==> src/design/empm_pkg.sv <==
// Shared types, codes and constants of the expanded memory page mapper.
package empm_pkg;

    localparam int WINDOWS     = 4;
    localparam int WIN_W       = 2;
    localparam int PAGE_BYTES  = 16384;
    localparam int OFFSET_W    = 14;
    localparam int HANDLES_DEF = 255;
    localparam int MAX_PAGES_DEF = 2048;
    localparam int FRAME_SEG_RESET = 57344;
    localparam logic [15:0] UNMAP_PAGE = 16'hffff;
    localparam int IN_W  = 80;
    localparam int OUT_W = 72;

    typedef enum logic [2:0] {
        OP_ACCESS  = 3'd0,
        OP_ALLOC   = 3'd1,
        OP_RELEASE = 3'd2,
        OP_MAP     = 3'd3,
        OP_SAVE    = 3'd4,
        OP_RESTORE = 3'd5,
        OP_REALLOC = 3'd6,
        OP_QUERY   = 3'd7
    } op_t;

    typedef enum logic [3:0] {
        ST_OK          = 4'd0,
        ST_NO_HANDLE   = 4'd1,
        ST_CTX_SAVED   = 4'd2,
        ST_OVER_TOTAL  = 4'd3,
        ST_OVER_FREE   = 4'd4,
        ST_ZERO        = 4'd5,
        ST_EXHAUSTED   = 4'd6,
        ST_BAD_LOGICAL = 4'd7,
        ST_BAD_WINDOW  = 4'd8,
        ST_SAVE_USED   = 4'd9,
        ST_SAVE_UNUSED = 4'd10
    } status_t;

    localparam logic CFG_FRAME_SEGMENT = 1'b0;
    localparam logic CFG_TOTAL_PAGES   = 1'b1;

    typedef struct packed {
        logic        valid;
        logic [7:0]  handle;
        logic [10:0] page;
    } win_t;

    typedef struct packed {
        logic                in_frame;
        logic [WIN_W-1:0]    win;
        logic [OFFSET_W-1:0] offset;
    } dec_t;

endpackage

==> src/design/empm_decode.sv <==
// Page frame address decoder: frame hit, window index and page offset.
module empm_decode (
    input  logic [15:0]       frame_segment,
    input  logic [19:0]       address,
    output empm_pkg::dec_t    dec
);
    logic [20:0] base;
    logic [20:0] top;
    logic [20:0] off;

    assign base = {1'b0, frame_segment, 4'b0000};
    assign top  = base + 21'h10000;
    assign off  = {1'b0, address} - base;

    assign dec.in_frame = ({1'b0, address} >= base) && ({1'b0, address} < top);
    assign dec.win      = off[15:14];
    assign dec.offset   = off[13:0];
endmodule

==> config.mk <==
export PLATFORM = sky130hd
export DESIGN_NAME = empm_decode
export DESIGN_NICKNAME = d
export VERILOG_FILES = /design/src/design/empm_pkg.sv /design/src/design/empm_decode.sv
export SDC_FILE = /design/constraint.sdc
export NUM_CORES = 1
export LEC_CHECK = 0
export BUFFER_PORTS_ARGS = -buffer_cell sky130_fd_sc_hd__buf_2
export CAP_MARGIN = 20
export CELL_PAD_IN_SITES_DETAIL_PLACEMENT = 1
export CELL_PAD_IN_SITES_GLOBAL_PLACEMENT = 1
export CORE_MARGIN = 10
export CORE_UTILIZATION = 31
export DETAILED_ROUTE_END_ITERATION = 16
export PLACE_DENSITY_LB_ADDON = 0.1
export REMOVE_ABC_BUFFERS = 1
export SLEW_MARGIN = 25
export SYNTH_ARGS = -nofsm -noshare
export SYNTH_HDL_FRONTEND = slang
export SYNTH_SLANG_ARGS = --single-unit
==> constraint.sdc <==
create_clock -name vclk -period 3.53
set_input_delay 0.706 -clock vclk [all_inputs]
set_output_delay 0.706 -clock vclk [all_outputs]
set_load 0.02 [all_outputs]
==> Word-level counts from Yosys, hierarchy flattened <==
Cells that the tools add are included.
{ "classes": {"addsub": 2, "mul": 0, "div_mod_pow": 0, "n_lt_le_gt_ge": 2, "eq_ne": 0, "shift": 0, "n_mux": 0, "bitwise_logic": 0, "reduce_logical": 1} }
{ "ops": {"columns": ["operator", "n"], "rows": [
  ["$add A20 B17 Y21 const B", 1],
  ["$lt A20 B21 Y1", 1],
  ["$ge A20 B20 Y1", 1],
  ["$sub A16 B16 Y16", 1],
  ["$logic_and A1 B1 Y1", 1]
]} }
{ "word_totals": {"register_bits": 0, "latch_bits": 0, "mem_bits_rw": 0, "rom_bits": 0, "out_inout_bits": 17, "wordCells": 5, "memories": 0} }

==> Depth between registers and ports, before layout <==
Gate-level depths: netlist (run 1).
{ "logic_depth": {"depth_word": 3, "depth_mapped": 9, "ltp_nobuf": 9} }

==> Least setup slack after synthesis (run 1) <==
OpenSTA, ideal clock, no wires.
{ "synth_timing": {"kind": "in2out", "start": "in address[4]", "end": "out dec[14] (netlist name)", "arrival_time_ns": 2.513, "t_required_ns": 2.824, "setup_slack_ns": 0.311, "path_stages": 9, "n_path_buf": 0, "path_cell_list": "inv_1 -> ha_1 -> inv_1 -> fa_1 -> nand3_1 -> a21oi_1 -> o41a_1 -> or4b_1 -> nand3_1"} }
{ "synth_lines": {"columns": ["element", "line", "source"], "rows": [
  ["start, declared", "empm_decode.sv:4", "input logic [19:0] address,"],
  ["end, declared", "empm_decode.sv:5", "output empm_pkg::dec_t dec"]
]} }

==> qor.txt, run 1 <==
mean post-synth cell area: 7.06 µm²
top cell type by total area after synthesis: ha_1
largest net degree at the start of global routing: 11
most frequent cell after synthesis: ha_1
Syn Std Cell Area: 925 µm²
IO Count: 53
drt wl/cell: 14.3 µm
Core ar.: 2810 µm²
Met2 Wirelength: 1570 µm
port buffer count: 53
Pre-Repair DR Iteration Count: 3
Synth area leaders: ha_1 (28%), inv_1 (8.1%), a21oi_1 (6.0%)
crit-path cells: buf_2 -> inv_1 -> ha_1 -> inv_1 -> fa_2 -> nand3_1 -> a21oi_1 -> o41a_1 -> or4b_1 -> nand3_1 -> buf_4
number of global-route vias before repair: 1174
Fillers: 366
Fin. Hold Viols: 0
row cnt: 19
clock buf count: 0
# DRC: 0
initial antenna violation count: 0
register area share after synthesis: 0%
first-pass GRT wire length: 4950 µm
Seq cells: 0
Die Span Y: 74.6 µm
DR top layer: met3
Netlist cell types: 38
area of the multi-input gates: 818 µm²
postcts setup bufs: 0
leakage power: 0.000688 µW
Max-slew headroom: 75.3%
nets: 238
DP HPWL: 2800 µm
remaining antenna violation count: 0
hold slack: 1.65 ns
MaxCap Viol Count: 0
diode count: 0
Finished Layout Cells: 209
hold crit path type: in -> out
achievable frequency: 0.298 GHz
Final Max Slew Viols: 0
slowest stage cell, crit path: or4b_1
crit end category: output port
GPL Wtd Cong: 0.781
initial core utilization: 33.0%
All-Layer GR Usage: 10.3%
RSZ-0062 raised after global routing: no
crit share post-route: 95.1%
crit start category: input pin
Least-Margin Pin Slew: 0.367 ns
CP peak stage delay: 0.51 ns
final design utilization: 42.8%
total power per unit cell area: 202 nW/µm²
share of the synthesized area in the top cell type: 28.4%
Die W: 74.6 µm
die area: 5570 µm²
met1 WL: 1120 µm
TNS Setup: 0 ns
status: complete, no violations
Hold Buf Count CTS: 0
Period minus WS final: 3.36 ns
final WL: 2980 µm
ratio of cells with drive above 1 in the final layout: 32.0%
synth warn: 0
CP max FO: 3
gr ovfl total: 0
metal3 WL: 299 µm
Max VDD drop: 0.0530 mV
via count: 1103
CP Class: in -> out
Layout area overhead: 29.8%
crit path DAT: 2.65 ns
cells after synthesis: 131
dpl cells: 209
DRT iter0 DRCs: 10
Critical Path RT: 2.82 ns
final setup fails: 0
synth cell count leaders: ha_1 (21), inv_1 (20), a21oi_1 (11)
register area: 0 µm²
Tot Pwr: 242 µW
DR vias/cell: 5.28
report_power, final:
| part | internal, µW | switching (µW) | total (µW) |
|---|---|---|---|
| combinational | 100 | 142 | 242 |
| clock | 0 | 0 | 0 |
| sequential | 0 | 0 | 0 |
critical path, delay by kind of cell:
kind,cells,cell delay [ns]
AOI/OAI and AO/OA,2,0.42
adders and majority gates,2,0.48
and+or+nand+nor,3,0.71
buffers and inverters,4,0.32
kinds of logic (layout without fill, tap and decap cells):
| group | count (synthesis) | in the layout | share of synthesized area (%) |
|---|---|---|---|
| simple gates | 38 | 38 | 21.7 |
| compound gates | 35 | 35 | 25.2 |
| buf+inv | 26 | 73 | 13.1 |
| fa+ha+maj | 22 | 22 | 30.6 |
| xor+xnor | 10 | 10 | 9.47 |
what timing repair did:
action	in CTS	in global routing
endpoints found under the hold margin	0	0
gates resized for setup	0	5
setup endpoints to repair	0	2
final timing paths:
| path | cells after the start | endpoint | start | slack, ns |
|---|---|---|---|---|
| max | 11 | dec[14] | address[4] | 0.17 |
| min | 2 | dec[3] | address[3] | 1.65 |
through the flow:
step | cell area [µm²] | setup slack (ns)
2_1_floorplan | 878 | 0.311
3_3_place_gp | 1180 | 0.110
3_5_place_dp | 1180 | 0.0695
4_1_cts | 1180 | 0.0673
5_1_grt | 1200 | 0.0307
6_report | 1200 | 0.172
per-layer routing:
metal / global-route usage [%] / vias to the layer above
met4: 0 / 0
met2: 20.9 / 31
met5: 0 / -
met3: 2.76 / 0
met1: 10.8 / 512
li1: - / 560
layout by cell type, fill, tap and decap left out:
master	instances
o22ai_1	2
nand4b_1	1
o41a_1	1
buf_2	52
o2111ai_1	1
nor3_1	3
o21bai_1	2
xnor2_1	5
xor2_1	5
a31oi_1	1
o21ai_0	4
or4b_1	1
nor4b_2	1
nand4_1	1
nor2_1	10
a31o_2	1
a21o_1	4
nor2b_1	1
nand3_1	6
nand2_1	5
a211oi_1	2
buf_4	1
nand3b_1	1
ha_1	21
a221o_1	1
fa_2	1
a2111oi_2	1
and3_1	2
nor4_1	1
a221oi_1	1
inv_1	20
a21oi_1	11
and2b_1	1
and2_1	1
o31ai_1	1
o21a_1	2
nand2b_1	3
layout make-up:
class                           count  share of cell area [%]
Multi-Input combinational cell    105                    68.2
Timing Repair Buffer               53                    22.3
Inverter                           20                    6.26
Tap cell                           31                    3.23
No activity file was read; power rests on OpenSTA's default activity.
==> inputs of run 2 (changes only) <==
==> constraint.sdc (replaced) <==
create_clock -name vclk -period 3.4
set_input_delay 0.68 -clock vclk [all_inputs]
set_output_delay 0.68 -clock vclk [all_outputs]
set_load 0.02 [all_outputs]
==> qor.txt, run 2 (synthesis gave the netlist of run 1 again) <==
WHS Path Cells: 2 (unchanged)
ratio of cells with drive above 1 in the final layout: 35.4% (+3.3 points)
Die W: 74.6 µm (unchanged)
drt wl/cell: 13.9 µm (-2.5%)
Met2 Wirelength: 1510 µm (-3.7%)
Critical Path RT: 2.72 ns (-0.10 ns)
row cnt: 19 (unchanged)
achievable frequency: 0.302 GHz
final WL: 2950 µm (-1.1%)
Least-Margin Pin Slew: 0.381 ns (+0.0139 ns)
initial core utilization: 33.0% (unchanged)
hold slack: 1.60 ns (-0.0469 ns)
CP Class: in -> out
Max VDD drop: 0.0632 mV (+19%)
fin area: 1250 µm² (+3.9%)
crit end category: output port
GPL Wtd Cong: 0.791 (+1.3%)
diode count: 0 (unchanged)
final setup fails: 0 (unchanged)
largest net degree at the start of global routing: 11 (unchanged)
most frequent cells in the layout: buf_2 (52), ha_1 (21), inv_1 (20)
All-Layer GR Usage: 9.85% (-0.43 points)
hold crit path type: in -> out
met1 WL: 1190 µm (+6.9%)
Period minus WS final: 3.31 ns
Max-slew headroom: 74.6% (-0.72 points)
via count: 1099 (-0.36%)
port buffer count: 53 (unchanged)
Hold Path End: dec[3]
crit path DAT: 2.63 ns (-0.02 ns)
total power per unit cell area: 212 nW/µm² (+5.1%)
status: complete, no violations
Tot Pwr: 264 µW (+9.2%)
final worst setup slack: 0.0860 ns (-0.0863 ns)
initial antenna violation count: 0 (unchanged)
most common cell after layout, fill and taps aside: buf_2
# DRC: 0 (unchanged)
DRT iter0 DRCs: 14 (+4)
leakage power: 0.000711 µW (+3.4%)
number of global-route vias before repair: 1183 (+0.77%)
clock buf count: 0 (unchanged)
hold path startpoint: address[3]
Final Max Slew Viols: 0 (unchanged)
Fin. Hold Viols: 0 (unchanged)
remaining antenna violation count: 0 (unchanged)
nets: 241 (+1.3%)
CP max FO: 3 (unchanged)
Die Span Y: 74.6 µm (unchanged)
DR top layer: met3
crit start category: input pin
first-pass GRT wire length: 4820 µm (-2.8%)
crit share post-route: 97.5%
DP HPWL: 2710 µm (-3.0%)
Seq cells: 0 (unchanged)
dpl cell area: 1200 µm² (+1.3%)
dpl ws: 0.0146 ns (-0.0549 ns)
MaxCap Viol Count: 0 (unchanged)
gr ovfl total: 0 (unchanged)
register area: 0 µm² (unchanged)
Core ar.: 2810 µm² (unchanged)
IO Count: 53 (unchanged)
metal3 WL: 247 µm (-17%)
Pre-Repair DR Iteration Count: 3 (unchanged)
DR vias/cell: 5.18 (-1.8%)
Layout area overhead: 34.8%
die area: 5570 µm² (unchanged)
-- run 2: cell types whose count changed in the layout (fill, tap and decap cells not counted), sizes merged --
cell  delta
buf      +3
-- run 2: power by group --
group	internal (µW)	total [µW]	switching [µW]
registers	0	0	0
logic	113	264	152
clock network	0	0	0
-- run 2: final cells by class --
cell class / count / area (µm²)
Inverter: 20 / 75.1
Timing Repair Buffer: 56 / 294
Tap cell: 31 / 38.8
Multi-Input combinational cell: 105 / 838
Fill cell: 389 / 1560
-- run 2: worst max-delay path by stage --
stage,slack (ns),cells after the start,to,startpoint
2_1_floorplan,0.23,9,dec[14],address[4]
3_3_place_gp,0.05,11,dec[14],address[4]
3_5_place_dp,0.01,11,dec[14],address[4]
4_1_cts,0.01,11,dec[14],address[4]
5_1_grt,-0.008,11,dec[14],address[4]
6_report,0.09,11,dec[14],address[4]
-- run 2: per-stage QoR --
| step | utilization (%) | setup TNS [ns] | instances |
|---|---|---|---|
| after floorplan | - | 0 | 125 |
| after global placement | 42.7 | 0 | 211 |
| after detailed placement | 42.7 | 0 | 211 |
| after CTS | 42.7 | 0 | 211 |
| after global routing | 44.4 | -0.00792 | 212 |
| final | 44.4 | 0 | 212 |
-- run 2: worst max-delay path: stages --
cell     delay [ns]
buf_2          0.10
inv_1          0.04
ha_1           0.14
inv_1          0.05
fa_2           0.35
nand3_2        0.09
a21oi_1        0.06
o41a_1         0.41
or4b_4         0.49
nand3_2        0.09
buf_6          0.11
-- run 2: per-layer routing --
| layer | vias up | track usage [%] |
|---|---|---|
| li1 | 563 | - |
| met1 | 505 | 10.9 |
| met2 | 31 | 20.0 |
| met3 | 0 | 1.71 |
| met4 | 0 | 0 |
| met5 | - | 0 |
-- run 2: what timing repair did --
item	in CTS	in global routing
endpoints found under the setup margin	0	2
resized for setup	0	10
hold buffers	0	0
hold endpoints to repair	0	0
buffers inserted	0	1
==> inputs of run 3 (changes only) <==
--- a/config.mk
+++ b/config.mk
@@ -14,7 +14,7 @@
 export DETAILED_ROUTE_END_ITERATION = 16
 export PLACE_DENSITY_LB_ADDON = 0.1
 export REMOVE_ABC_BUFFERS = 1
-export SLEW_MARGIN = 25
+export SETUP_SLACK_MARGIN = 0.2
 export SYNTH_ARGS = -nofsm -noshare
 export SYNTH_HDL_FRONTEND = slang
 export SYNTH_SLANG_ARGS = --single-unit
==> constraint.sdc (replaced) <==
create_clock -name vclk -period 3.4
set_input_delay 0.17 -clock vclk [all_inputs]
set_output_delay 0.17 -clock vclk [all_outputs]
set_load 0.02 [all_outputs]
==> qor.txt, run 3 (synthesis gave the netlist of run 1 again) <==
Pre-Repair DR Iteration Count: 3 (unchanged)
initial antenna violation count: 0 (unchanged)
crit share post-route: 69.4% (-28 points)
Max VDD drop: 0.0545 mV (-14%)
crit start category: input pin
dpl cells: 209 (-0.95%)
IO Count: 53 (unchanged)
diode count: 0 (unchanged)
remaining antenna violation count: 0 (unchanged)
RSZ-0062 raised after global routing: no
All-Layer GR Usage: 10.3% (+0.43 points)
dpl ws: 1.01 ns (+0.997 ns)
ratio of cells with drive above 1 in the final layout: 30.3% (-5.0 points)
Die Span Y: 74.6 µm (unchanged)
leakage power: 0.000686 µW (-3.6%)
total power per unit cell area: 209 nW/µm² (-1.2%)
Tot Pwr: 248 µW (-6.3%)
final WL: 2980 µm (+0.95%)
Hold Path End: dec[3]
first-pass GRT wire length: 4950 µm (+2.9%)
MaxCap Viol Count: 0 (unchanged)
final setup fails: 0 (unchanged)
Die W: 74.6 µm (unchanged)
WHS Path Cells: 2 (unchanged)
Final Max Slew Viols: 0 (unchanged)
register area: 0 µm² (unchanged)
Critical Path RT: 3.23 ns (+0.51 ns)
nets: 238 (-1.2%)
most frequent cells in the layout: buf_2 (53), ha_1 (21), inv_1 (20)
via count: 1098 (-0.091%)
fin area: 1180 µm² (-5.1%)
clock buf count: 0 (unchanged)
CP Class: in -> out
achievable frequency: 0.424 GHz (+41%)
die area: 5570 µm² (unchanged)
number of global-route vias before repair: 1174 (-0.76%)
Seq cells: 0 (unchanged)
worst setup path start: address[4]
Layout area overhead: 27.9%
DP HPWL: 2800 µm (+3.1%)
Core ar.: 2810 µm² (unchanged)
crit end category: output port
Fin. Hold Viols: 0 (unchanged)
initial core utilization: 33.0% (unchanged)
Gates resized, CTS repair: 0 (unchanged)
crit path DAT: 2.19 ns (-0.44 ns)
Hold Buf Count CTS: 0 (unchanged)
# DRC: 0 (unchanged)
largest net degree at the start of global routing: 11 (unchanged)
GPL Wtd Cong: 0.781 (-1.2%)
final worst setup slack: 1.04 ns (+0.956 ns)
hold crit path type: in -> out
hold path startpoint: address[3]
drt wl/cell: 14.2 µm (+2.4%)
Finished Layout Cells: 209 (-1.4%)
row cnt: 19 (unchanged)
CP max FO: 3 (unchanged)
gr ovfl total: 0 (unchanged)
TNS Setup: 0 ns (unchanged)
most common cell after layout, fill and taps aside: buf_2
Max-slew headroom: 71.2% (-3.4 points)
DR vias/cell: 5.25 (+1.3%)
dpl cell area: 1180 µm² (-1.3%)
status: complete, no violations
Least-Margin Pin Slew: 0.421 ns (+0.0402 ns)
DRT iter0 DRCs: 14 (unchanged)
port buffer count: 53 (unchanged)
Period minus WS final: 2.36 ns (-0.956 ns)
postcts setup bufs: 0 (unchanged)
## run 3: worst max path at each step
stage,endpoint,cells after the start
6_report,dec[14],11
5_1_grt,dec[16],9
4_1_cts,dec[14],11
3_5_place_dp,dec[14],11
3_3_place_gp,dec[14],11
2_1_floorplan,dec[14],9
## run 3: final cells by class
type	instances	area, µm²
inverters	20	75.1
multi-input cells	105	803
repair buffers	53	265
well taps	31	38.8
fillers	365	1620
## run 3: routing by layer
metal  GRT usage (%)  vias to the layer above  wire length, µm
li1                -                      560                -
met1            10.8                      507             1120
met2            20.9                       31             1550
met3            2.76                        0              301
met4               0                        0                0
met5               0                        -                0
## run 3: critical path, stage by stage
cell	delay [ns]
buf_2	0.09
inv_1	0.04
ha_1	0.14
inv_1	0.05
fa_1	0.39
nand3_1	0.12
a21oi_1	0.07
o41a_1	0.35
or4b_1	0.51
nand3_1	0.09
buf_2	0.16
## run 3: through the flow
stage | hold slack (ns) | utilization [%]
after floorplan | 0.340 | -
after global placement | 0.580 | 42.1
after detailed placement | 0.582 | 42.1
after CTS | 0.582 | 42.1
after global routing | 0.593 | 42.1
final | 0.578 | 42.1
## run 3: power by group
| group | switching, µW | internal (µW) |
|---|---|---|
| logic | 145 | 102 |
| clock network | 0 | 0 |
| registers | 0 | 0 |
| total | 145 | 102 |
